`config.mk`:
```
export PLATFORM = sky130hd
export DESIGN_NAME = card_number_luhn_classifier
export DESIGN_NICKNAME = d
export VERILOG_FILES = /design/src/rtl/core/cnlc_pkg.sv /design/src/rtl/core/card_number_luhn_classifier.sv
export SDC_FILE = /design/constraint.sdc
export NUM_CORES = 1
export LEC_CHECK = 0
export BUFFER_PORTS_ARGS = -buffer_cell sky130_fd_sc_hd__buf_4
export CAP_MARGIN = 20
export CORE_UTILIZATION = 50
export DETAILED_ROUTE_END_ITERATION = 6
export PLACE_DENSITY = 0.68
export RECOVER_POWER = 50
export SLEW_MARGIN = 20
export SYNTH_ARGS = -nofsm -noshare
export SYNTH_HDL_FRONTEND = slang
export SYNTH_SLANG_ARGS = --single-unit
```
`constraint.sdc`:
```
create_clock -name clk -period 3.7 [get_ports clk]
set_input_delay 0.37 -clock clk [delete_from_list [all_inputs] [get_ports clk]]
set_output_delay 0.37 -clock clk [all_outputs]
set_load 0.02 [all_outputs]
```
`src/rtl/core/cnlc_pkg.sv`:
```
`timescale 1ns / 1ps
// ----------------------------------------------------------------------------
// cnlc_pkg: shared widths and codes of the card number Luhn classifier
// Field widths, decimal digit counts and the class codes that are used by
// the classifier core and by its port checker.
// ----------------------------------------------------------------------------
package cnlc_pkg;

	// Field widths.
	localparam int VALUE_W   = 63;
	localparam int VERDICT_W = 2;
	localparam int COUNT_W   = 5;

	// Decimal digits needed for the largest card value, and the BCD word.
	localparam int NUM_DIGITS = 19;
	localparam int BCD_W      = 4 * NUM_DIGITS;

	// Counter widths for the conversion and scan phases.
	localparam int BIT_CNT_W = $clog2(VALUE_W);
	localparam int DIG_CNT_W = $clog2(NUM_DIGITS);

	typedef logic [3:0]           bcd_digit_t;
	typedef logic [VERDICT_W-1:0] verdict_t;
	typedef logic [COUNT_W-1:0]   count_t;

	// Class codes.
	localparam verdict_t VERDICT_INVALID      = 2'd0;
	localparam verdict_t VERDICT_PREFIX_34_37 = 2'd1;
	localparam verdict_t VERDICT_PREFIX_51_55 = 2'd2;
	localparam verdict_t VERDICT_LEAD_4       = 2'd3;

	// Accepted lengths.
	localparam count_t LEN_13 = 5'd13;
	localparam count_t LEN_15 = 5'd15;
	localparam count_t LEN_16 = 5'd16;

endpackage

```
`src/rtl/core/card_number_luhn_classifier.sv`:
```
`timescale 1ns / 1ps
// ----------------------------------------------------------------------------
// card_number_luhn_classifier: Luhn mod-10 check and prefix class of a card
// Converts a binary card number to decimal one bit per cycle, then walks the
// decimal digits one per cycle to count them, run the Luhn sum and pick out
// the two leading digits, and finally reports the class.
// ----------------------------------------------------------------------------
//
// Channel   Direction  Transfer rule               Payload
// -------   ---------  --------------------------  ------------------------------
// command   in         start && !busy at clk edge  card_value
// result    out        done high for one cycle     verdict, digit_count, checksum_ok
//
// Each item runs through bit-serial binary to BCD conversion (one input bit per
// cycle), then the digit scan (one decimal digit per cycle), then a final state
// that forms the class. busy is high through all of that; the next start is
// taken in the cycle in which done is shown. arst_n clears the control state.
// The receiver cannot stall: done marks each result for exactly one cycle.
//
module card_number_luhn_classifier (
	input  logic                           clk,
	input  logic                           arst_n,
	input  logic                           start,
	output logic                           busy,
	input  logic [cnlc_pkg::VALUE_W-1:0]   card_value,
	output logic                           done,
	output logic [cnlc_pkg::VERDICT_W-1:0] verdict,
	output logic [cnlc_pkg::COUNT_W-1:0]   digit_count,
	output logic                           checksum_ok
);

	localparam logic [1:0] ST_IDLE = 2'd0;
	localparam logic [1:0] ST_CONV = 2'd1;
	localparam logic [1:0] ST_SCAN = 2'd2;
	localparam logic [1:0] ST_FIN  = 2'd3;

	localparam logic [cnlc_pkg::BIT_CNT_W-1:0] BIT_LAST =
		cnlc_pkg::BIT_CNT_W'(cnlc_pkg::VALUE_W - 1);
	localparam logic [cnlc_pkg::DIG_CNT_W-1:0] DIG_LAST =
		cnlc_pkg::DIG_CNT_W'(cnlc_pkg::NUM_DIGITS - 1);

	logic [1:0]                         state_q;
	logic [cnlc_pkg::VALUE_W-1:0]       bin_q;
	logic [cnlc_pkg::BCD_W-1:0]         bcd_q;
	logic [cnlc_pkg::BCD_W-1:0]         bcd_adj;
	logic [cnlc_pkg::BIT_CNT_W-1:0]     bit_cnt_q;
	logic [cnlc_pkg::DIG_CNT_W-1:0]     dig_cnt_q;
	logic [3:0]                         sum_q;
	logic [4:0]                         sum_next;
	logic [3:0]                         luhn_add;
	logic [4:0]                         dbl;
	cnlc_pkg::bcd_digit_t               cur_digit;
	cnlc_pkg::bcd_digit_t               prev_q;
	cnlc_pkg::bcd_digit_t               lead_hi_q;
	cnlc_pkg::bcd_digit_t               lead_lo_q;
	cnlc_pkg::count_t                   len_q;
	cnlc_pkg::verdict_t                 verdict_next;
	logic                               len_ok;
	logic                               done_q;
	cnlc_pkg::verdict_t                 verdict_q;
	cnlc_pkg::count_t                   digit_count_q;
	logic                               checksum_ok_q;

	// Double-dabble adjust: every BCD digit of five or more gets three added
	// before the shift.
	always_comb begin
		for (int i = 0; i < cnlc_pkg::NUM_DIGITS; i++) begin
			if (bcd_q[4*i +: 4] >= 4'd5) begin
				bcd_adj[4*i +: 4] = bcd_q[4*i +: 4] + 4'd3;
			end else begin
				bcd_adj[4*i +: 4] = bcd_q[4*i +: 4];
			end
		end
	end

	// Luhn contribution of the digit under scan; odd positions are doubled.
	assign cur_digit = bcd_q[3:0];
	assign dbl       = {cur_digit, 1'b0};

	always_comb begin
		if (!dig_cnt_q[0]) begin
			luhn_add = cur_digit;
		end else if (dbl > 5'd9) begin
			luhn_add = 4'(dbl - 5'd9);
		end else begin
			luhn_add = dbl[3:0];
		end
	end

	// The running sum is kept modulo ten.
	always_comb begin
		sum_next = {1'b0, sum_q} + {1'b0, luhn_add};
		if (sum_next >= 5'd10) begin
			sum_next = sum_next - 5'd10;
		end
	end

	// Class from the length, the check and the two leading digits.
	always_comb begin
		len_ok       = len_q inside {cnlc_pkg::LEN_13, cnlc_pkg::LEN_15, cnlc_pkg::LEN_16};
		verdict_next = cnlc_pkg::VERDICT_INVALID;
		if (len_ok && (sum_q == 4'd0)) begin
			if (lead_hi_q == 4'd3 && (lead_lo_q == 4'd4 || lead_lo_q == 4'd7)) begin
				verdict_next = cnlc_pkg::VERDICT_PREFIX_34_37;
			end else if (lead_hi_q == 4'd5 && lead_lo_q inside {[4'd1:4'd5]}) begin
				verdict_next = cnlc_pkg::VERDICT_PREFIX_51_55;
			end else if (lead_hi_q == 4'd4) begin
				verdict_next = cnlc_pkg::VERDICT_LEAD_4;
			end
		end
	end

	// Sequencer and result strobe.
	always_ff @(posedge clk or negedge arst_n) begin
		if (!arst_n) begin
			state_q   <= ST_IDLE;
			bit_cnt_q <= '0;
			dig_cnt_q <= '0;
			done_q    <= 1'b0;
		end else begin
			done_q <= 1'b0;
			case (state_q)
				ST_IDLE: begin
					if (start) begin
						state_q   <= ST_CONV;
						bit_cnt_q <= '0;
					end
				end
				ST_CONV: begin
					bit_cnt_q <= bit_cnt_q + 1'b1;
					if (bit_cnt_q == BIT_LAST) begin
						state_q   <= ST_SCAN;
						dig_cnt_q <= '0;
					end
				end
				ST_SCAN: begin
					dig_cnt_q <= dig_cnt_q + 1'b1;
					if (dig_cnt_q == DIG_LAST) begin
						state_q <= ST_FIN;
					end
				end
				ST_FIN: begin
					state_q <= ST_IDLE;
					done_q  <= 1'b1;
				end
				default: begin
					state_q <= ST_IDLE;
				end
			endcase
		end
	end

	// Datapath: conversion shift registers, digit scan and result registers.
	always_ff @(posedge clk) begin
		case (state_q)
			ST_IDLE: begin
				bin_q     <= card_value;
				bcd_q     <= '0;
				sum_q     <= '0;
				prev_q    <= '0;
				lead_hi_q <= '0;
				lead_lo_q <= '0;
				len_q     <= '0;
			end
			ST_CONV: begin
				bcd_q <= {bcd_adj[cnlc_pkg::BCD_W-2:0], bin_q[cnlc_pkg::VALUE_W-1]};
				bin_q <= {bin_q[cnlc_pkg::VALUE_W-2:0], 1'b0};
			end
			ST_SCAN: begin
				bcd_q  <= {4'd0, bcd_q[cnlc_pkg::BCD_W-1:4]};
				sum_q  <= sum_next[3:0];
				prev_q <= cur_digit;
				if (cur_digit != 4'd0) begin
					len_q     <= cnlc_pkg::COUNT_W'(dig_cnt_q) + 1'b1;
					lead_hi_q <= cur_digit;
					lead_lo_q <= prev_q;
				end
			end
			ST_FIN: begin
				verdict_q     <= verdict_next;
				digit_count_q <= len_q;
				checksum_ok_q <= (sum_q == 4'd0);
			end
			default: begin
				bcd_q <= bcd_q;
			end
		endcase
	end

	assign busy        = (state_q != ST_IDLE);
	assign done        = done_q;
	assign verdict     = verdict_q;
	assign digit_count = digit_count_q;
	assign checksum_ok = checksum_ok_q;

endmodule

```
# After elaboration in Yosys (flattened, before gate mapping)
# Index checks and enable logic that the tools add are counted.
[totals] ff_bits=182 latch_bits=0 mem_bits_rw=0 mem_bits_ro=0 input_bits=66 output_inout_bits=10 mem_count=0
[classes] n_addsub=24 multipliers=0 div=0 n_lt_le_gt_ge=23 n_eq_ne=17 n_shift=0 n_mux=44 n_bitwise=1 reduce_logical=19
[ops] cell="$pmux W76 S3" n=1
[ops] cell="$pmux W63 S2" n=1
[ops] cell="$mux W4" n=23
[ops] cell="$ge A4 B3 Y1 const B" n=19
[ops] cell="$add A4 B2 Y4 const B" n=18
[ops] cell="$pmux W4 S2" n=4
[ops] cell="$pmux W5 S2" n=2
[ops] cell="$eq A4 B3 Y1 const B" n=4
[ops] cell="$pmux W6 S2" n=1
[ops] cell="$eq A5 B4 Y1 const B" n=2
[ops] cell="$eq A5 B5 Y1 const B" n=2
[ops] cell="$mux W2" n=5
[ops] cell="$mux W5" n=2
[ops] cell="$ne A2 B2 Y1 const B" n=4
[ops] cell="$pmux W2 S4" n=1
[ops] cell="$reduce_bool A2 Y1" n=4
[ops] cell="$sub A4 B4 Y4 const B" n=2
[ops] cell="$add A6 B1 Y6 const B" n=1
[ops] cell="$eq A6 B6 Y1 const B" n=1
[ops] cell="$mux W6" n=1
[ops] cell="$reduce_and A2 Y1" n=3
[ops] cell="$reduce_bool A3 Y1" n=2
[ops] cell="$add A4 B4 Y5" n=1
[ops] cell="$add A5 B1 Y5 const B" n=1
[ops] cell="other kinds (18)" n=23

# Longest topological paths before layout
# Gate-level depths: netlist of run 1.
[logic_depth] word_depth=7 depth_mapped=15 ltp_nobuf=15

# Least setup slack after synthesis of run 1
# Ideal clock, no wire load.
[synth_timing] path_kind="flip-flop to flip-flop" startpoint="register bcd_q[0] in the netlist's numbering" endpoint="register sum_q[2] (data pin)" setup_time_ns=0.271 t_arrival_ns=2.941 path_slack_ns=0.488 path_stages_with_launch=16 synth_period_minus_slack_ns=3.212 cell_sequence="edfxtp_1 -> inv_1 -> ha_1 -> inv_1 -> a21oi_1 -> xnor2_1 -> nand2_1 -> a21boi_0 -> fa_1 -> xnor2_1 -> inv_1 -> ha_1 -> o31a_1 -> o21ai_1 -> a211oi_2 -> o32ai_2"
[synth_between] elab_chain_cells=7 word_cells_on_any_way=9 classes_between="add/sub: 3; order compare: 2; mux: 4"
[synth_rtl] element="start: declaration" line_no="card_number_luhn_classifier.sv:44" source="logic [cnlc_pkg::BCD_W-1:0] bcd_q;"
[synth_rtl] element="start signal: assignment" line_no="card_number_luhn_classifier.sv:166" source="bcd_q <= {bcd_adj[cnlc_pkg::BCD_W-2:0], bin_q[cnlc_pkg::VALUE_W-1]};"
[synth_rtl] element="start signal: assignment" line_no="card_number_luhn_classifier.sv:170" source="bcd_q <= {4'd0, bcd_q[cnlc_pkg::BCD_W-1:4]};"
[synth_rtl] element="start signal: assignment" line_no="card_number_luhn_classifier.sv:185" source="bcd_q <= bcd_q;"
[synth_rtl] element="$sub A4 B4 Y4 / $gt A5 B4 Y1 (equally long branches)" line_no="card_number_luhn_classifier.sv:84, card_number_luhn_classifier.sv:83"
[synth_rtl] element="$mux W4" line_no="card_number_luhn_classifier.sv:83" source="end else if (dbl > 5'd9) begin"
[synth_rtl] element="$mux W4 (*)" line_no="card_number_luhn_classifier.sv:81" source="if (!dig_cnt_q[0]) begin"
[synth_rtl] element="$add A4 B4 Y5 (*)" line_no="card_number_luhn_classifier.sv:92" source="sum_next = {1'b0, sum_q} + {1'b0, luhn_add};"
[synth_rtl] element="$sub A4 B4 Y4 / $ge A5 B4 Y1 (equally long branches)" line_no="card_number_luhn_classifier.sv:94, card_number_luhn_classifier.sv:93"
[synth_rtl] element="$mux W4 (*)" line_no="card_number_luhn_classifier.sv:93" source="if (sum_next >= 5'd10) begin"
[synth_rtl] element="$pmux W4 S2 (*)" line_no="card_number_luhn_classifier.sv:155" source="case (state_q)"
[synth_rtl] element="end signal: assignment" line_no="card_number_luhn_classifier.sv:171" source="sum_q <= sum_next[3:0];"
[synth_rtl] element="end: declaration" line_no="card_number_luhn_classifier.sv:48" source="logic [3:0] sum_q;"
# Every way passes the cells marked *; elsewhere a longest branch is shown, timed or not.
# A chain may end at the register's enable or synchronous reset.

# Worst setup path in the final report of run 1
[layout_timing] startpoint="register bcd_q[1] in the netlist's numbering" endpoint="register sum_q[1] (data pin)"
[layout_between] elab_chain_cells=7 word_cells_on_any_way=9 classes_between="add/sub: 3; order compare: 2; mux: 4"
[layout_rtl] element="$gt A5 B4 Y1 / $sub A4 B4 Y4 (equally long branches)" line_no="card_number_luhn_classifier.sv:83, card_number_luhn_classifier.sv:84"
[layout_rtl] element="$mux W4" line_no="card_number_luhn_classifier.sv:83"
[layout_rtl] element="$mux W4 (*)" line_no="card_number_luhn_classifier.sv:81"
[layout_rtl] element="$add A4 B4 Y5 (*)" line_no="card_number_luhn_classifier.sv:92"
[layout_rtl] element="$sub A4 B4 Y4 / $ge A5 B4 Y1 (equally long branches)" line_no="card_number_luhn_classifier.sv:94, card_number_luhn_classifier.sv:93"
[layout_rtl] element="$mux W4 (*)" line_no="card_number_luhn_classifier.sv:93"
[layout_rtl] element="$pmux W4 S2 (*)" line_no="card_number_luhn_classifier.sv:155"
# Marks and branches as above.

==> results.md, run 1 <==
* Crit path max fanout at 7
* Die area at 19680 um2
* RR Endpoint: sum_q[1]
* Total Power at 0.009444 W
* Cells on Worst Hold Path at 2
* Worst rel slew slack at -0.3319
* Worst-path clk slew at 0.07 ns
* Post-Syn Area at 9560 um2
* Clk_skew at 0.02152 ns
* Number of global-route vias before repair at 5929
* Worst r2r path cells at 15
* Peak Freq at 288.9 MHz
* RSZ-0062 raised after global routing: false
* Starting density of the core at 0.5111
* WP data arrival at 3.76 ns
* Required @ worst endpoint at 3.99 ns
* Most common cell in the synthesized netlist: edfxtp_1
* Detailed Place HPWL at 11330 um
* Netlist cell types at 48
* Die height at 140.3 um
* Commonest cells in the netlist: edfxtp_1 (168), nand2_1 (91), o21ai_0 (90)
* Top delay family on crit path: adder cells
* RD Place Congestion at 0.7950
* Post-DR wirelength/cell at 14.56 um
* IO Pins at 76
* CTS root buffer: clkbuf_16
* Fin area at 10900 um2
* Hold Path Sink: bin_q[37]
* Mapped Nets at 946
* Vias/cell at 5.367
* Fin crit share at 0.9357
* Worst-Margin Slew at 1.998 ns
* Port bufs at 75
* Area after DPL at 10390 um2
* Leakage at 4.076 nW
* Number of enable flip-flop cells after synthesis at 168
* Largest net degree at the start of global routing at 58
* Worst Path Buf+Inv at 3
* Slowest cell on the critical path: edfxtp_1
* Core box area at 18710 um2
* Synth area leader: edfxtp_1
* HP Class: in2reg
* WS Path Type: reg2reg
* Failing checks: max-capacitance violations, max-slew violations
* Synth top area share at 0.5277
* Synth top area cells: edfxtp_1 (53%), mux2_2 (7.4%), ha_1 (6.9%), o21ai_0 (4.7%), a21oi_1 (3.7%)
* Final min period at 3.462 ns
* ANT cells at 0
* CP endpoint kind: flop
* Syn Area/Cell at 11.57 um2
* H-tree Lvls at 4
* Warning count from the yosys run at 0
* Hold Fails Final Rpt at 0
* Clock sinks at 182
* Yosys reg bits at 182
* Total wire length at 16720 um
* Final nets at 1021
* Status: complete, but fails checks
* CTS tree: done
* Setup crit start kind: flop
* Final Setup Violations at 0
* Max-slew violation count at 81
* Die X at 140.3 um
* Placed cell count at 1115
* Maxcap violations at 2
* Layout cells sized above 1 at 0.1915
* GRT Util Overall at 0.1805
* VDD IR max at 476.6 uV
* First-pass GRT wire length at 28240 um
* Ys async rst share at 0.07692
* Hold slack at 0.2244 ns
* FP Rows at 50
* R2R setup slack at 0.24 ns
* DRC Markers at 0
* Routed Antenna Nets at 0
* Critical Path Max Stage Delay at 0.46 ns
* Main synth FF type: edfxtp_1
* Top cell by count, worst path: inv_1
* Pwr Density at 866.2 nW/um2
* Hold path start: card_value[37]
* Reg2reg start: bcd_q[1]
* Initial antenna violation count at 0
* Congestion Overflow GR at 0
* Fin Setup TNS at 0 ns
* Crit path cell chain: inv_1 -> ha_2 -> inv_1 -> a21oi_2 -> xnor2_1 -> nand2_1 -> a21boi_0 -> fa_1 -> xnor2_1 -> inv_1 -> ha_1 -> o31a_1 -> o21ai_1 -> a211oi_2 -> mux2i_1
* Num CTS Buffers at 17
* Sequential-to-total area share from yosys stat at 0.5643
* Fin cells at 1148
* DRT iter0 DRCs at 445
* Clock Latency Late Sink at 0.45 ns
* TritonRoute pass-1 iters at 7
* Clk buf depth at 2
* Area Overhead vs Synth at 14.04%
* Vias post-DR at 6161
* Post-synthesis cell count at 826
what timing repair did:
item / CTS / global route
hold buffers: 1 / 0
buffers inserted: 0 / 0
endpoints found under the setup margin: 0 / 2
hold endpoints to repair: 14 / 0
gates resized for setup: 0 / 2
layer usage:
layer  vias to the layer above  share of wire  GRT usage
met5                         -              0          0
met4                         0         0.0098    0.06883
met3                        14          0.053    0.05265
met2                       117           0.46     0.2776
met1                      2910           0.47     0.2419
li1                       3120              -          -
through the flow:
stage,util,worst slack (ns)
finish,0.5829,0.2380
global route,0.5829,0.001093
CTS,0.5863,0.1142
detailed placement,0.5556,0.1507
global placement,0.5556,0.2837
floorplan,-,0.4884
sequential cells by signal, indices dropped and copies added (netlist names), 5 cells and up:
name,count
bcd_q,76
bin_q,63
bit_cnt_q,6
dig_cnt_q,5
digit_count,5
len_q,5
layout by cell type, fill, tap and decap left out, types with 7 or more instances in the layout:
cell       synthesis  layout
o31ai_1           15      15
a21oi_1           71      70
xor2_1            13      13
clkbuf_1          19      13
nand2b_1          21      21
o21ai_0           90      91
buf_4              0      68
nand2_1           91      90
xnor2_1           25      25
inv_1             53      53
clkbuf_16          0      17
dfrtp_1           14      14
edfxtp_1         168     168
ha_1              53      52
nor3_1             7       7
nor2_1            40      40
mux2_2            63      63
nor3b_1           21      21
cell families after synthesis:
group | synth area share
AOI/OAI and AO/OA | 0.1163
muxes | 0.07525
and+or+nand+nor | 0.1050
DFF | 0.5643
xor gates and xnor gates | 0.03481
buffers and inverters | 0.03285
adders and majority gates | 0.07146
worst max path at each step:
stage	end	depth (start not counted)	slack [ns]	startpoint
floorplan	sum_q[2]	15	0.49	bcd_q[0]
global route	sum_q[1]	15	0.001	bcd_q[1]
finish	sum_q[1]	15	0.24	bcd_q[1]
global placement	sum_q[2]	15	0.28	bcd_q[0]
CTS	sum_q[1]	15	0.11	bcd_q[1]
detailed placement	sum_q[1]	15	0.15	bcd_q[1]
final cells by class:
type,instances,area (um2)
Clock buffer,17,425.4
Tap cell,234,292.8
Clock inverter,15,138.9
Inverter,53,198.9
Multi-Input combinational cell,563,3857
Sequential cell,182,5395
Fill cell,1549,7802
Timing Repair Buffer,84,594.3
where the power goes:
| group | switching, W | internal, W | leakage, nW |
|---|---|---|---|
| Sequential | 0.000559 | 0.00359 | 1.96 |
| Clock | 0.000861 | 0.000890 | 0.277 |
| Combinational | 0.00210 | 0.00144 | 1.84 |
Note: power is estimated with default switching activity, not from simulation.
==> run 2: changes to the inputs <==
Settings changed: CORE_UTILIZATION 50 to 48, PLACE_DENSITY 0.68 to 0.66.
==> run 2 against run 1 <==
Effect of this change: the flow still finishes with violations (max-capacitance violations, max-slew violations); register-to-register slack improved by 0.03 ns; non-clock buffer count fell by 1; worst hold slack improved by 0.0095 ns; sequential power about the same; sequential cell count stayed put; clock power hardly changed; fmax grew 0.99%; worst setup slack better by 0.034 ns; count of clock-buffer cells in the layout stayed put; clock skew down 0.012 ns; largest cell class unchanged.
==> results.md, run 2 (synthesis gave the netlist of run 1 again) <==
* CTS tree: done
* Fin crit share at 0.9265 (-0.009149)
* Largest Register: bcd_q
* CP endpoint kind: flop
* Clk buf depth at 2 (unchanged)
* Clk_skew at 0.009296 ns (-0.01223 ns)
* Vias/cell at 5.261 (-2.0%)
* Number of global-route vias before repair at 6086 (+2.6%)
* Layout cells sized above 1 at 0.1928 (+0.001305)
* Detailed Place HPWL at 10980 um (-3.1%)
* Sequential power share at 0.441 (+0.002)
* Max-slew violation count at 41 (-49%)
* Worst-path clk slew at 0.07 ns (about the same)
* RSZ-0062 raised after global routing: false
* CTS root buffer: clkbuf_16
* TritonRoute pass-1 iters at 7 (unchanged)
* Switching part of the total power at 0.3741 (+0.0009607)
* Maxcap violations at 1 (-1)
* Starting density of the core at 0.4912 (-0.01988)
* WS Path Type: reg2reg
* Final Setup Violations at 0 (unchanged)
* IO Pins at 76 (unchanged)
* HP Class: in2reg
* RD Place Congestion at 0.7924 (-0.33%)
* Final min period at 3.428 ns (-0.03385 ns)
* Peak Freq at 291.7 MHz (+0.99%)
* Commonest non-fill, non-tap cell in the layout: edfxtp_1
* Worst-Margin Slew at 1.548 ns (-0.4494 ns)
* ANT cells at 0 (unchanged)
* VDD IR max at 369.6 uV (-22%)
* First-pass GRT wire length at 28530 um (+1.0%)
* Area Overhead vs Synth at 14.17%
* Post-DR wirelength/cell at 14.24 um (-2.2%)
* Pre-CTS WS at 0.1667 ns (+0.01601 ns)
* Required @ worst endpoint at 3.87 ns (-0.12 ns)
* Fin Setup TNS at 0 ns (unchanged)
* Clock sinks at 182 (unchanged)
* Core box area at 19460 um2 (+4.0%)
* Die area at 20490 um2 (+4.1%)
* DRT iter0 DRCs at 283 (-36%)
* Logic pwr share at 0.374 (-0.002)
* Total wire length at 16780 um (+0.36%)
* Leakage at 4.063 nW (-0.32%)
* Die height at 143.1 um (+2.0%)
* GRT Util Overall at 0.1766 (-0.003879)
* WP data arrival at 3.60 ns (-0.16 ns)
* Crit path max fanout at 7 (unchanged)
* Largest regs: bcd_q: 76 flops, bin_q: 63 flops, bit_cnt_q: 6 flops
* Initial antenna violation count at 0 (unchanged)
* DRC Markers at 0 (unchanged)
* FP Rows at 51 (+2.0%)
* Worst rel slew slack at -0.03343 (+0.2985)
* Failing checks: max-capacitance violations, max-slew violations
* FILL cells at 1682 (+8.6%)
* Clock power share at 0.185 (about the same)
* Worst setup margin at 0.2719 ns (+0.03385 ns)
* Final nets at 1020 (-0.098%)
* Net Sw Power at 0.003526 W (about the same)
* Num CTS Buffers at 17 (unchanged)
* Die X at 143.1 um (+2.0%)
* Most frequent cells in the layout: edfxtp_1 (168), o21ai_0 (91), nand2_1 (91)
* Largest register FFs at 76 (unchanged)
* Vias post-DR at 6197 (+0.58%)
* Largest net degree at the start of global routing at 64 (+10%)
* Pwr Density at 863.3 nW/um2 (-0.33%)
* Int Pwr at 0.005898 W (-0.37%)
* Hold Fails Final Rpt at 0 (unchanged)
* H-tree Lvls at 4 (unchanged)
* Routed Antenna Nets at 0 (unchanged)
* Status: complete, but fails checks
* Port bufs at 75 (unchanged)
* Setup crit start kind: flop
* Clock Latency Late Sink at 0.43 ns (-0.02 ns)
* Congestion Overflow GR at 0 (unchanged)
## run 2: stage by stage
stage                 util  total power (W)  hold slack (ns)  cell area (um2)  instances
floorplan                -         0.006846          0.07441             9560        826
global placement    0.5349         0.007691           0.2342            10410       1145
detailed placement  0.5349         0.007764           0.2352            10410       1145
CTS                 0.5644         0.009559           0.2204            10980       1178
global route        0.5608          0.01017           0.2162            10920       1178
finish              0.5608         0.009423           0.2339            10920       1178
## run 2: path summary, 6_finish.rpt
path	from	endpoint	slack, ns	cells past startpoint
max in group asynchronous	arst_n	dig_cnt_q[1]	2.63	2
worst min-delay path	card_value[9]	bin_q[9]	0.23	2
worst max register to register	bcd_q[0]	sum_q[2]	0.27	15
worst max-delay path	bcd_q[0]	sum_q[2]	0.27	15
min in group asynchronous	arst_n	bit_cnt_q[2]	0.55	2
worst min register to register	len_q[1]	digit_count[1]	0.46	0
## run 2: final cells by class
type | instances | area [um2] | share of cell area
repair buffers | 83 | 571.8 | 0.05238
inverters | 53 | 198.9 | 0.01823
clock buffers | 17 | 425.4 | 0.03897
flip-flops and latches | 182 | 5395 | 0.4943
clock inverters | 15 | 137.6 | 0.01261
multi-input cells | 563 | 3855 | 0.3532
well taps | 265 | 331.6 | 0.03038
## run 2: timing repair
action                                  4_1_cts  5_1_grt
gates resized for setup                       0        4
endpoints found under the setup margin        0        2
hold endpoints to repair                     14        0
buffers inserted                              0        0
hold buffers                                  1        0
## run 2: metal layers
metal	wire, um	GRT usage	vias up	part of all wire
met1	7961	0.2331	2939	0.47
met4	182	0.05376	0	0.011
met5	0	0	-	0
li1	-	-	3124	-
met2	7662	0.2780	119	0.46
met3	970	0.05466	15	0.058
## run 2: power groups by stage
stage	Clock, W	Sequential [W]	Combinational [W]
after floorplan	0	0.00404	0.00281
after global placement	0	0.00416	0.00353
after detailed placement	0	0.00418	0.00359
after CTS	0.00179	0.00415	0.00362
after global routing	0.00187	0.00428	0.00403
final	0.00174	0.00416	0.00353
## run 2: worst max-delay path, cell delays in order (launching register included)
cell	delay (ns)
edfxtp_1	0.47
inv_2	0.13
ha_2	0.24
inv_1	0.07
a21oi_2	0.20
xnor2_1	0.14
nand2_1	0.08
a21boi_0	0.17
fa_1	0.45
xnor2_1	0.16
inv_1	0.09
ha_1	0.23
o31a_1	0.23
o21ai_1	0.11
a211oi_2	0.28
o32ai_2	0.11
